[config.mk]
export PLATFORM = sky130hd
export DESIGN_NAME = signed_int_to_decimal_ascii
export DESIGN_NICKNAME = d
export VERILOG_FILES = /design/src/rtl/sida_pkg.sv /design/src/rtl/signed_int_to_decimal_ascii.sv /design/src/rtl/sida_cell.sv /design/src/rtl/sida_ctrl.sv
export SDC_FILE = /design/constraint.sdc
export NUM_CORES = 1
export LEC_CHECK = 0
export ABC_AREA = 1
export BUFFER_PORTS_ARGS = -buffer_cell sky130_fd_sc_hd__buf_2
export CORE_UTILIZATION = 50
export DETAILED_ROUTE_END_ITERATION = 6
export PLACE_DENSITY = 0.67
export SETUP_SLACK_MARGIN = 0.3
export SLEW_MARGIN = 20
export SYNTH_ARGS = -nofsm -noshare
export SYNTH_HDL_FRONTEND = slang
export SYNTH_SLANG_ARGS = --single-unit
export TNS_END_PERCENT = 20
[constraint.sdc]
create_clock -name clk -period 5.59 [get_ports clk]
set_input_delay 0.8385 -clock clk [delete_from_list [all_inputs] [get_ports clk]]
set_output_delay 0.8385 -clock clk [all_outputs]
set_load 0.05 [all_outputs]
[src/rtl/sida_pkg.sv]
// Shared constants and types for the signed integer to decimal text converter.
package sida_pkg;

	localparam int VALUE_W       = 32;
	localparam int NUM_DIGITS    = 10;
	localparam int BITS_PER_STEP = 4;
	localparam int CONV_STEPS    = VALUE_W / BITS_PER_STEP;
	localparam int DIGIT_W       = 4;
	localparam int CHAR_W        = 6;
	localparam int CNT_W         = $clog2(CONV_STEPS);
	localparam int REM_W         = $clog2(NUM_DIGITS + 1);

	localparam logic [CHAR_W-1:0] CHAR_MINUS = 6'd45;
	localparam logic [CHAR_W-1:0] CHAR_ZERO  = 6'd48;

	typedef enum logic [2:0] {
		ST_IDLE,
		ST_CONV,
		ST_SIGN,
		ST_SKIP,
		ST_EMIT
	} state_t;

	typedef enum logic [1:0] {
		CM_HOLD,
		CM_CLEAR,
		CM_DABBLE,
		CM_SHIFT
	} cell_mode_t;

	typedef struct packed {
		cell_mode_t mode;
		logic       mag_load;
		logic       mag_shift;
		logic       sign_sel;
	} ctl_t;

endpackage

[src/rtl/signed_int_to_decimal_ascii.sv]
// Top level: signed 32-bit integer to decimal ASCII character stream.
// One request carries a 32-bit two's complement value; the block answers with
// its decimal text, a leading '-' for negative values, no leading zeros, '0'
// for zero, one character per output transfer, tlast on the final one. One
// value is in flight at a time: after acceptance the magnitude is fed four
// bits per cycle into a chain of ten BCD digit cells, leading zero digits are
// shifted out of the top cell one per cycle, then each character leaves from the
// top cell as it is taken.
module signed_int_to_decimal_ascii import sida_pkg::*; (
	input  logic        clk,
	input  logic        arst_n,
	input  logic        s_tvalid,
	output logic        s_tready,
	input  logic [31:0] s_tdata,   // [31:0] value
	output logic        m_tvalid,
	input  logic        m_tready,
	output logic [7:0]  m_tdata,   // [5:0] char_code, [7:6] zero
	output logic        m_tlast    // last
);

	ctl_t                     ctl;
	logic [VALUE_W-1:0]       mag_q;
	logic [BITS_PER_STEP-1:0] carry [NUM_DIGITS+1];
	logic [DIGIT_W-1:0]       dig   [NUM_DIGITS+1];
	logic [CHAR_W-1:0]        char_code;
	logic                     negative;
	logic                     top_zero;

	assign negative = s_tdata[VALUE_W-1];

	always_ff @(posedge clk) begin
		if (ctl.mag_load) begin
			mag_q <= negative ? (VALUE_W'(0) - s_tdata) : s_tdata;
		end else if (ctl.mag_shift) begin
			mag_q <= {mag_q[VALUE_W-BITS_PER_STEP-1:0], {BITS_PER_STEP{1'b0}}};
		end
	end

	assign carry[0] = mag_q[VALUE_W-1 -: BITS_PER_STEP];
	assign dig[0]   = '0;

	for (genvar i = 0; i < NUM_DIGITS; i++) begin : g_cell
		sida_cell u_cell (
			.clk      (clk),
			.mode     (ctl.mode),
			.bits_in  (carry[i]),
			.digit_in (dig[i]),
			.bits_out (carry[i+1]),
			.digit    (dig[i+1])
		);
	end

	assign top_zero = (dig[NUM_DIGITS] == '0);

	sida_ctrl u_ctrl (
		.clk      (clk),
		.arst_n   (arst_n),
		.s_tvalid (s_tvalid),
		.s_tready (s_tready),
		.negative (negative),
		.top_zero (top_zero),
		.m_tvalid (m_tvalid),
		.m_tready (m_tready),
		.m_tlast  (m_tlast),
		.ctl      (ctl)
	);

	assign char_code = ctl.sign_sel ? CHAR_MINUS
		: CHAR_ZERO + {{(CHAR_W-DIGIT_W){1'b0}}, dig[NUM_DIGITS]};
	assign m_tdata = {{(8-CHAR_W){1'b0}}, char_code};

endmodule

[src/rtl/sida_cell.sv]
// One BCD digit cell: shift-and-add-3 conversion, then digit shift toward the top.
module sida_cell import sida_pkg::*; (
	input  logic                     clk,
	input  cell_mode_t               mode,
	input  logic [BITS_PER_STEP-1:0] bits_in,   // from lower cell, MSB enters first
	input  logic [DIGIT_W-1:0]       digit_in,  // lower cell's digit, for shift-out
	output logic [BITS_PER_STEP-1:0] bits_out,  // to upper cell, MSB leaves first
	output logic [DIGIT_W-1:0]       digit
);

	logic [DIGIT_W-1:0] digit_q;
	logic [DIGIT_W-1:0] dabble_d;

	always_comb begin
		logic [DIGIT_W-1:0] d;
		d = digit_q;
		bits_out = '0;
		for (int k = 0; k < BITS_PER_STEP; k++) begin
			if (d >= 4'd5) begin
				d = d + 4'd3;
			end
			bits_out[BITS_PER_STEP-1-k] = d[DIGIT_W-1];
			d = {d[DIGIT_W-2:0], bits_in[BITS_PER_STEP-1-k]};
		end
		dabble_d = d;
	end

	always_ff @(posedge clk) begin
		case (mode)
			CM_CLEAR:  digit_q <= '0;
			CM_DABBLE: digit_q <= dabble_d;
			CM_SHIFT:  digit_q <= digit_in;
			default:   digit_q <= digit_q;
		endcase
	end

	assign digit = digit_q;

endmodule

[src/rtl/sida_ctrl.sv]
// Sequencer: conversion count, leading zero skip and character handshake.
module sida_ctrl import sida_pkg::*; (
	input  logic clk,
	input  logic arst_n,
	input  logic s_tvalid,
	output logic s_tready,
	input  logic negative,
	input  logic top_zero,
	output logic m_tvalid,
	input  logic m_tready,
	output logic m_tlast,
	output ctl_t ctl
);

	state_t           state_q, state_d;
	logic [CNT_W-1:0] cnt_q;
	logic [REM_W-1:0] rem_q;
	logic             neg_q;
	logic             rem_one;
	logic             conv_done;

	assign rem_one   = (rem_q == REM_W'(1));
	assign conv_done = (cnt_q == CNT_W'(CONV_STEPS - 1));

	always_comb begin
		state_d = state_q;
		case (state_q)
			ST_IDLE: if (s_tvalid) begin
				state_d = ST_CONV;
			end
			ST_CONV: if (conv_done) begin
				state_d = neg_q ? ST_SIGN : ST_SKIP;
			end
			ST_SIGN: if (m_tready) begin
				state_d = ST_SKIP;
			end
			ST_SKIP: if (!top_zero || rem_one) begin
				state_d = ST_EMIT;
			end
			ST_EMIT: if (m_tready && rem_one) begin
				state_d = ST_IDLE;
			end
			default: state_d = ST_IDLE;
		endcase
	end

	always_comb begin
		s_tready      = 1'b0;
		m_tvalid      = 1'b0;
		m_tlast       = 1'b0;
		ctl.mode      = CM_HOLD;
		ctl.mag_load  = 1'b0;
		ctl.mag_shift = 1'b0;
		ctl.sign_sel  = 1'b0;
		case (state_q)
			ST_IDLE: begin
				s_tready     = 1'b1;
				ctl.mag_load = s_tvalid;
				ctl.mode     = s_tvalid ? CM_CLEAR : CM_HOLD;
			end
			ST_CONV: begin
				ctl.mode      = CM_DABBLE;
				ctl.mag_shift = 1'b1;
			end
			ST_SIGN: begin
				m_tvalid     = 1'b1;
				ctl.sign_sel = 1'b1;
			end
			ST_SKIP: begin
				ctl.mode = (top_zero && !rem_one) ? CM_SHIFT : CM_HOLD;
			end
			ST_EMIT: begin
				m_tvalid = 1'b1;
				m_tlast  = rem_one;
				ctl.mode = (m_tready && !rem_one) ? CM_SHIFT : CM_HOLD;
			end
			default: ;
		endcase
	end

	always_ff @(posedge clk or negedge arst_n) begin
		if (!arst_n) begin
			state_q <= ST_IDLE;
			cnt_q   <= '0;
			rem_q   <= REM_W'(NUM_DIGITS);
			neg_q   <= 1'b0;
		end else begin
			state_q <= state_d;
			case (state_q)
				ST_IDLE: begin
					cnt_q <= '0;
					if (s_tvalid) begin
						neg_q <= negative;
					end
				end
				ST_CONV: begin
					cnt_q <= cnt_q + CNT_W'(1);
					rem_q <= REM_W'(NUM_DIGITS);
				end
				ST_SKIP: if (top_zero && !rem_one) begin
					rem_q <= rem_q - REM_W'(1);
				end
				ST_EMIT: if (m_tready && !rem_one) begin
					rem_q <= rem_q - REM_W'(1);
				end
				default: ;
			endcase
		end
	end

	a_no_overlap: assert property (@(posedge clk) disable iff (!arst_n)
		!(s_tready && m_tvalid))
		else $error("input taken while a character is offered");

	a_busy_after_accept: assert property (@(posedge clk) disable iff (!arst_n)
		(s_tvalid && s_tready) |=> !s_tready)
		else $error("second request taken during conversion");

	a_last_ends_run: assert property (@(posedge clk) disable iff (!arst_n)
		(m_tvalid && m_tready && m_tlast) |=> s_tready)
		else $error("block not idle after final character");

	a_rem_range: assert property (@(posedge clk) disable iff (!arst_n)
		(state_q == ST_SKIP || state_q == ST_EMIT) |->
			(rem_q != '0 && rem_q <= REM_W'(NUM_DIGITS)))
		else $error("digit count out of range");

	a_sign_first: assert property (@(posedge clk) disable iff (!arst_n)
		(m_tvalid && ctl.sign_sel) |-> (!m_tlast && neg_q))
		else $error("minus sign offered for a non-negative value or as last");

endmodule
==> Word-level counts from Yosys, hierarchy flattened <==
Cells that the tools add are included.
{ "op_classes": {"n_addsub": 44, "n_lt_le_gt_ge": 40, "eq_ne": 16, "n_mux": 75, "n_reduce_logical": 18} }
{ "op_table": {"columns": ["cell", "count"], "rows": [
  [">= comparator 4 x 3 -> 1 bit, second input constant", 40],
  ["two-way mux 4 bit", 38],
  ["adder 4 x 2 -> 4 bit, second input constant", 36],
  ["one-hot mux 4 bit (3 select lines)", 10],
  ["two-way mux 32 bit", 3],
  ["subtractor 1 x 32 -> 32 bit, first input constant", 1],
  ["two-way mux 3 bit", 9],
  ["one-hot mux 3 bit (5 select lines)", 1],
  ["adder 3 x 2 -> 3 bit, second input constant", 4],
  ["inequality test 2 x 1 -> 1 bit, second input constant", 5],
  ["two-way mux 1 bit", 8],
  ["one-hot mux 2 bit (4 select lines)", 1],
  ["one-hot mux 4 bit (2 select lines)", 1],
  ["adder 5 x 5 -> 6 bit, first input constant", 1],
  ["== test 3 x 2 -> 1 bit, second input constant", 2],
  ["== test 3 bit, second input constant", 2],
  ["two-way mux 6 bit", 1],
  ["one-hot mux 3 bit (2 select lines)", 1],
  ["nonzero test 2 bit", 3],
  ["nonzero test 3 bit", 2],
  ["AND reduction 5 bit", 1],
  ["== test 2 bit, second input constant", 2],
  ["== test 4 x 1 -> 1 bit, second input constant", 1],
  ["zero test 4 bit", 1],
  ["13 further kinds", 19]
]} }
{ "word_totals": {"register_bits": 83, "input_bits": 36, "word_cells": 208} }

==> Depth between registers and ports, before layout <==
{ "logic_depth": {"ltp_word": 9, "mapped_depth": 29, "ltp_nobuf": 29} }

==> Modules after synthesis <==
From an unflattened synthesis, not the netlist that was laid out.
{ "hier_totals": {"cells_unflattened": 1396, "hier_area_um2": 9785.6} }
{ "modules_own_cells": {"columns": ["module", "n_inst", "cells_each", "area_per_inst_um2", "seq_area_each_um2"], "rows": [
  ["sida_cell", 10, 99, 673.1, 120.1],
  ["signed_int_to_decimal_ascii", 1, 320, 2336.0, 960.9],
  ["sida_ctrl", 1, 86, 718.2, 277.8]
]} }

==> Least setup slack after synthesis <==
No wires, ideal clock.
{ "synth_timing": {"path_kind": "register to register", "from": "register g_cell[8].u_cell.digit_q[0]", "to": "register g_cell[9].u_cell.digit_q[1] (data pin)", "setup_ns": 0.253, "t_arrival_ns": 2.854, "required_ns": 5.337, "setup_slack_ns": 2.483, "path_stages_with_launch": 28, "n_path_buf": 0, "synth_period_minus_slack_ns": 3.107, "path_cell_list": "edfxtp_1 > inv_2 > ha_1 > inv_1 > nand2_2 > nand3_4 > nand3_1 > inv_1 > ha_1 > nand3_1 > nand2_1 > inv_1 > nand2_1 > nand2_1 > nand2_2 > ha_1 > inv_1 > nand3_1 > nand2_1 > nand3_1 > and2_1 > ha_1 > nand3_1 > nand2_1 > inv_2 > nand3_1 > nand3_1 > nand2_1"} }
{ "synth_via": {"elab_chain_len": 9, "elab_cells_between_ends": 19, "classes_between": "6 x add/sub; 6 x order compare; 7 x mux"} }
{ "synth_lines": {"columns": ["element", "line_no", "rtl"], "rows": [
  ["start: declaration", "sida_cell.sv:11", "logic [DIGIT_W-1:0] digit_q;"],
  ["start signal: assignment", "sida_cell.sv:31", "CM_DABBLE: digit_q <= dabble_d;"],
  ["start signal: assignment", "sida_cell.sv:32", "CM_SHIFT: digit_q <= digit_in;"],
  ["start signal: assignment", "sida_cell.sv:33", "default: digit_q <= digit_q;"],
  ["adder 4 x 2 -> 4 bit or >= comparator 4 x 3 -> 1 bit (tied branches)", "sida_cell.sv:20, sida_cell.sv:19", null],
  ["two-way mux 4 bit *", "sida_cell.sv:19", "if (d >= 4'd5) begin"],
  ["adder 4 x 2 -> 4 bit, or another cell as far along", "sida_cell.sv:20", "d = d + 4'd3;"],
  ["two-way mux 4 bit or two-way mux 3 bit (tied branches)", "sida_cell.sv:19", null],
  ["adder 4 x 2 -> 4 bit, or another cell as far along", "sida_cell.sv:20", null],
  ["two-way mux 4 bit or two-way mux 3 bit (tied branches)", "sida_cell.sv:19", null],
  [">= comparator 4 x 3 -> 1 bit or adder 3 x 2 -> 3 bit (tied branches)", "sida_cell.sv:19, sida_cell.sv:20", null],
  ["two-way mux 3 bit *", "sida_cell.sv:19", null],
  ["one-hot mux 4 bit (3 select lines) *", "sida_cell.sv:29", "case (mode)"],
  ["end signal: assignment", "sida_cell.sv:31", null],
  ["end signal: assignment", "sida_cell.sv:32", null],
  ["end signal: assignment", "sida_cell.sv:33", null],
  ["end: declaration", "sida_cell.sv:11", null]
]} }
Mark *: on every way between the ends. The rest lies on a longest branch, timed or not.
A chain may end at the register's enable or synchronous reset.

==> Worst setup path in the final report <==
{ "layout_timing": {"from": "register g_cell[3].u_cell.digit_q[1]", "to": "register g_cell[4].u_cell.digit_q[1] (data pin)"} }
{ "layout_via": {"elab_chain_len": 9, "elab_cells_between_ends": 19, "classes_between": "6 x add/sub; 6 x order compare; 7 x mux"} }
{ "layout_lines": {"columns": ["element", "line_no"], "rows": [
  ["start: declaration", "sida_cell.sv:11"],
  ["start signal: assignment", "sida_cell.sv:31"],
  ["start signal: assignment", "sida_cell.sv:32"],
  ["start signal: assignment", "sida_cell.sv:33"],
  ["adder 4 x 2 -> 4 bit or >= comparator 4 x 3 -> 1 bit (tied branches)", "sida_cell.sv:20, sida_cell.sv:19"],
  ["two-way mux 4 bit", "sida_cell.sv:19"],
  ["adder 4 x 2 -> 4 bit or >= comparator 4 x 3 -> 1 bit (tied branches)", "sida_cell.sv:20, sida_cell.sv:19"],
  ["two-way mux 4 bit", "sida_cell.sv:19"],
  ["adder 4 x 2 -> 4 bit or >= comparator 4 x 3 -> 1 bit (tied branches)", "sida_cell.sv:20, sida_cell.sv:19"],
  ["two-way mux 4 bit", "sida_cell.sv:19"],
  ["adder 4 x 2 -> 4 bit or >= comparator 4 x 3 -> 1 bit (tied branches)", "sida_cell.sv:20, sida_cell.sv:19"],
  ["two-way mux 4 bit", "sida_cell.sv:19"],
  ["one-hot mux 4 bit (3 select lines) *", "sida_cell.sv:29"],
  ["end signal: assignment", "sida_cell.sv:31"],
  ["end signal: assignment", "sida_cell.sv:32"],
  ["end signal: assignment", "sida_cell.sv:33"],
  ["end: declaration", "sida_cell.sv:11"]
]} }
Marks and branches as above.

==> impl_metrics.ini <==
[status]
status = finished clean

[global_route]
grt_remaining_overflow = 0
grt_usage = 0.214
antenna_found_initial = 0
grt_pass1_vias = 6952
grt_max_degree = 59
grt_pass1_wl_um = 31000

[drt]
vias = 7709
firstDrtPassIters = 5
vias_per_cell = 5.16
wirelength_um = 18000
wl_per_cell_um = 12.1
ant_nets = 0
initialDrtViolationCount = 408
drc = 0

[cts]
cts_num_sinks = 83
clockBufferDepth = 2
cts_max_level = 3
cts-resized-gates = 0
cts-buffers-inserted = 9
holdBufCountCts = 0
clk_pin_slew_ns = 0.06
cts_tree = yes
post_cts_buffers = 0
root_buffer = clkbuf_16
clk_latency_ns = 0.35

[sta]
tightest_slew_ns = 1.02
final.setup.worst_slack_ns = 2.11
post-route-min-period_ns = 3.48
drv_slew = 0
grt_setup_unrepaired = false
max_freq_mhz = 288
slew_headroom = 0.316
period_share = 0.622
hold_viol_final = 0
finalClockSkew_ns = 0.00513
finalSetupTns_ns = 0
setup_viol = 0

[setup_path]
cp_data_required_time_ns = 5.69
crit_type = reg2reg
critPathMaxStageDelay_ns = 0.40
cp.depth = 24
cp_slowest_cell = edfxtp_1
crit_chain = inv_1, ha_1, inv_1, nand2_1, nand3_2, nand3_1, inv_1, ha_1, nand2_1, nand4_1, and2_1, ha_1, nand3_1, nand3_1, nand2_1, and2_1, ha_1, nand3_1, nand2_1, clkinv_1, nand2_1, nand2_1, nand3_1, nand2_1
crit_arrival_ns = 3.58
critical-path-top-delay-family = simple AND/OR/NAND/NOR gates
crit_path_end_kind = flip-flop
start_kind = flip-flop
cpMostUsedCell = nand2_1
startpoint = g_cell[3].u_cell.digit[1]
reg2reg_depth = 24
r2r_start = g_cell[3].u_cell.digit[1]
worstReg2RegEnd = g_cell[4].u_cell.digit[1]
worst-path-max-fanout = 4
r2r_slack_ns = 2.11
timing.critical_path.buf_inv = 4

[finish]
drive_gt1_frac = 0.173
nets = 1356
multi_input_area_mm2 = 0.00533
syn_to_final_growth_pct = 8.45
final_common_cell = nand2_1
mostFrequentLayoutCells = nand2_1 (352), inv_1 (174), nand3_1 (127)
regArea_mm2 = 0.00244
n_antenna_cell = 0
filler_cell_count = 1581

[yosys]
synth-main-ff-cell = edfxtp_1
syn_inst = 1230
synth_edf_count = 72
yosys_warnings = 0
synth-seq-cells = 83
yosysTopAreaCell = edfxtp_1
synth_top_area_share = 0.252
ys_seq_area_frac = 0.284
async_reset_ff_frac = 0.133
avgSynthCellArea_um2 = 6.97
synth_cell_types = 51
syn_area_mm2 = 0.00858
synth_area_leaders = edfxtp_1 (25%), nand2_1 (15%), inv_1 (7.6%), nand3_1 (7.4%), ha_1 (7.1%)

[die]
design.die.area_mm2 = 0.0177
dieWidth_um = 133
num_rows = 47
core_area_mm2 = 0.0166
io_pins = 47
chipHeight_um = 133
start_util = 0.515

[placed_design]
portBuffers = 43
routabilityCongestion = 0.828
pre_cts_ws_ns = 2.11
dp_hpwl_um = 14100

[hold_path]
hp-class = in2async

[job]
maxCapViolCount = 0
-- area by class of cell --
class                           count  share of cell area
Multi-Input combinational cell    934               0.573
Timing Repair Buffer               47              0.0264
Sequential cell                    83               0.262
Clock inverter                      3             0.00430
Tap cell                          220              0.0296
Clock buffer                       12              0.0254
Inverter                          196              0.0791
-- worst max path at each step --
stage	end	slack, ns
after detailed placement	g_cell[4].u_cell.digit[1]	2.11
after global placement	g_cell[4].u_cell.digit[1]	2.19
after floorplan	g_cell[9].u_cell.digit[1]	2.48
after global routing	g_cell[5].u_cell.digit[2]	1.71
after CTS	g_cell[4].u_cell.digit[1]	2.11
final	g_cell[4].u_cell.digit[1]	2.11
-- through the flow --
stage	utilization	hold slack, ns	area (µm²)	cells
2_1_floorplan	-	0.467	8580	1231
3_3_place_gp	0.542	0.494	9020	1480
3_5_place_dp	0.542	0.502	9020	1480
4_1_cts	0.559	0.380	9300	1495
5_1_grt	0.559	0.390	9300	1495
6_report	0.559	0.387	9300	1495
-- kinds of logic after synthesis --
family / count (synthesis) / share of synthesized area
and+or+nand+nor: 711 / 0.408
buffers and inverters: 214 / 0.0953
AOI/OAI and AO/OA: 135 / 0.0944
DFF: 83 / 0.284
adders and majority gates: 49 / 0.0715
xor gates and xnor gates: 35 / 0.0445
other: 2 / 0.000876
muxes: 1 / 0.00117
-- registers in the layout, summed over array words and instances, names as in the netlist --
name                 count
g_cell.u_cell.digit     40
mag_q                   32
u_ctrl.cnt_q             3
u_ctrl.neg_q             1
u_ctrl.rem_q             4
u_ctrl.state_q           3
-- metal layers --
| metal | part of all wire | global-route usage | routed length, µm |
|---|---|---|---|
| met1 | 0.48 | 0.280 | 8640 |
| met2 | 0.47 | 0.369 | 8570 |
| met3 | 0.034 | 0.0264 | 613 |
| met4 | 0.013 | 0.0619 | 228 |
| met5 | 0 | 0 | 0 |
-- Yosys cell counts, types with 4 or more instances --
cell      number
nand4_1       42
xnor2_1        5
nor2_1        48
dfrtp_1        9
nand2_1      353
xor2_1        23
nand2_2       60
inv_1        174
and2_1        13
nand3_2       29
o21ai_1       24
edfxtp_1      72
a21oi_1       20
a21o_1         6
o21ai_0       48
nor3_1         6
and2_4         5
o21ai_2       13
ha_1          49
nand3_1      127
o22ai_1        7
nand2_4       14
inv_2         20
nand3b_1       4
clkbuf_1      13
Power is left out: the tool's default activity adds up to more than one toggle a clock period on the data nets, which glitch-free logic cannot reach.
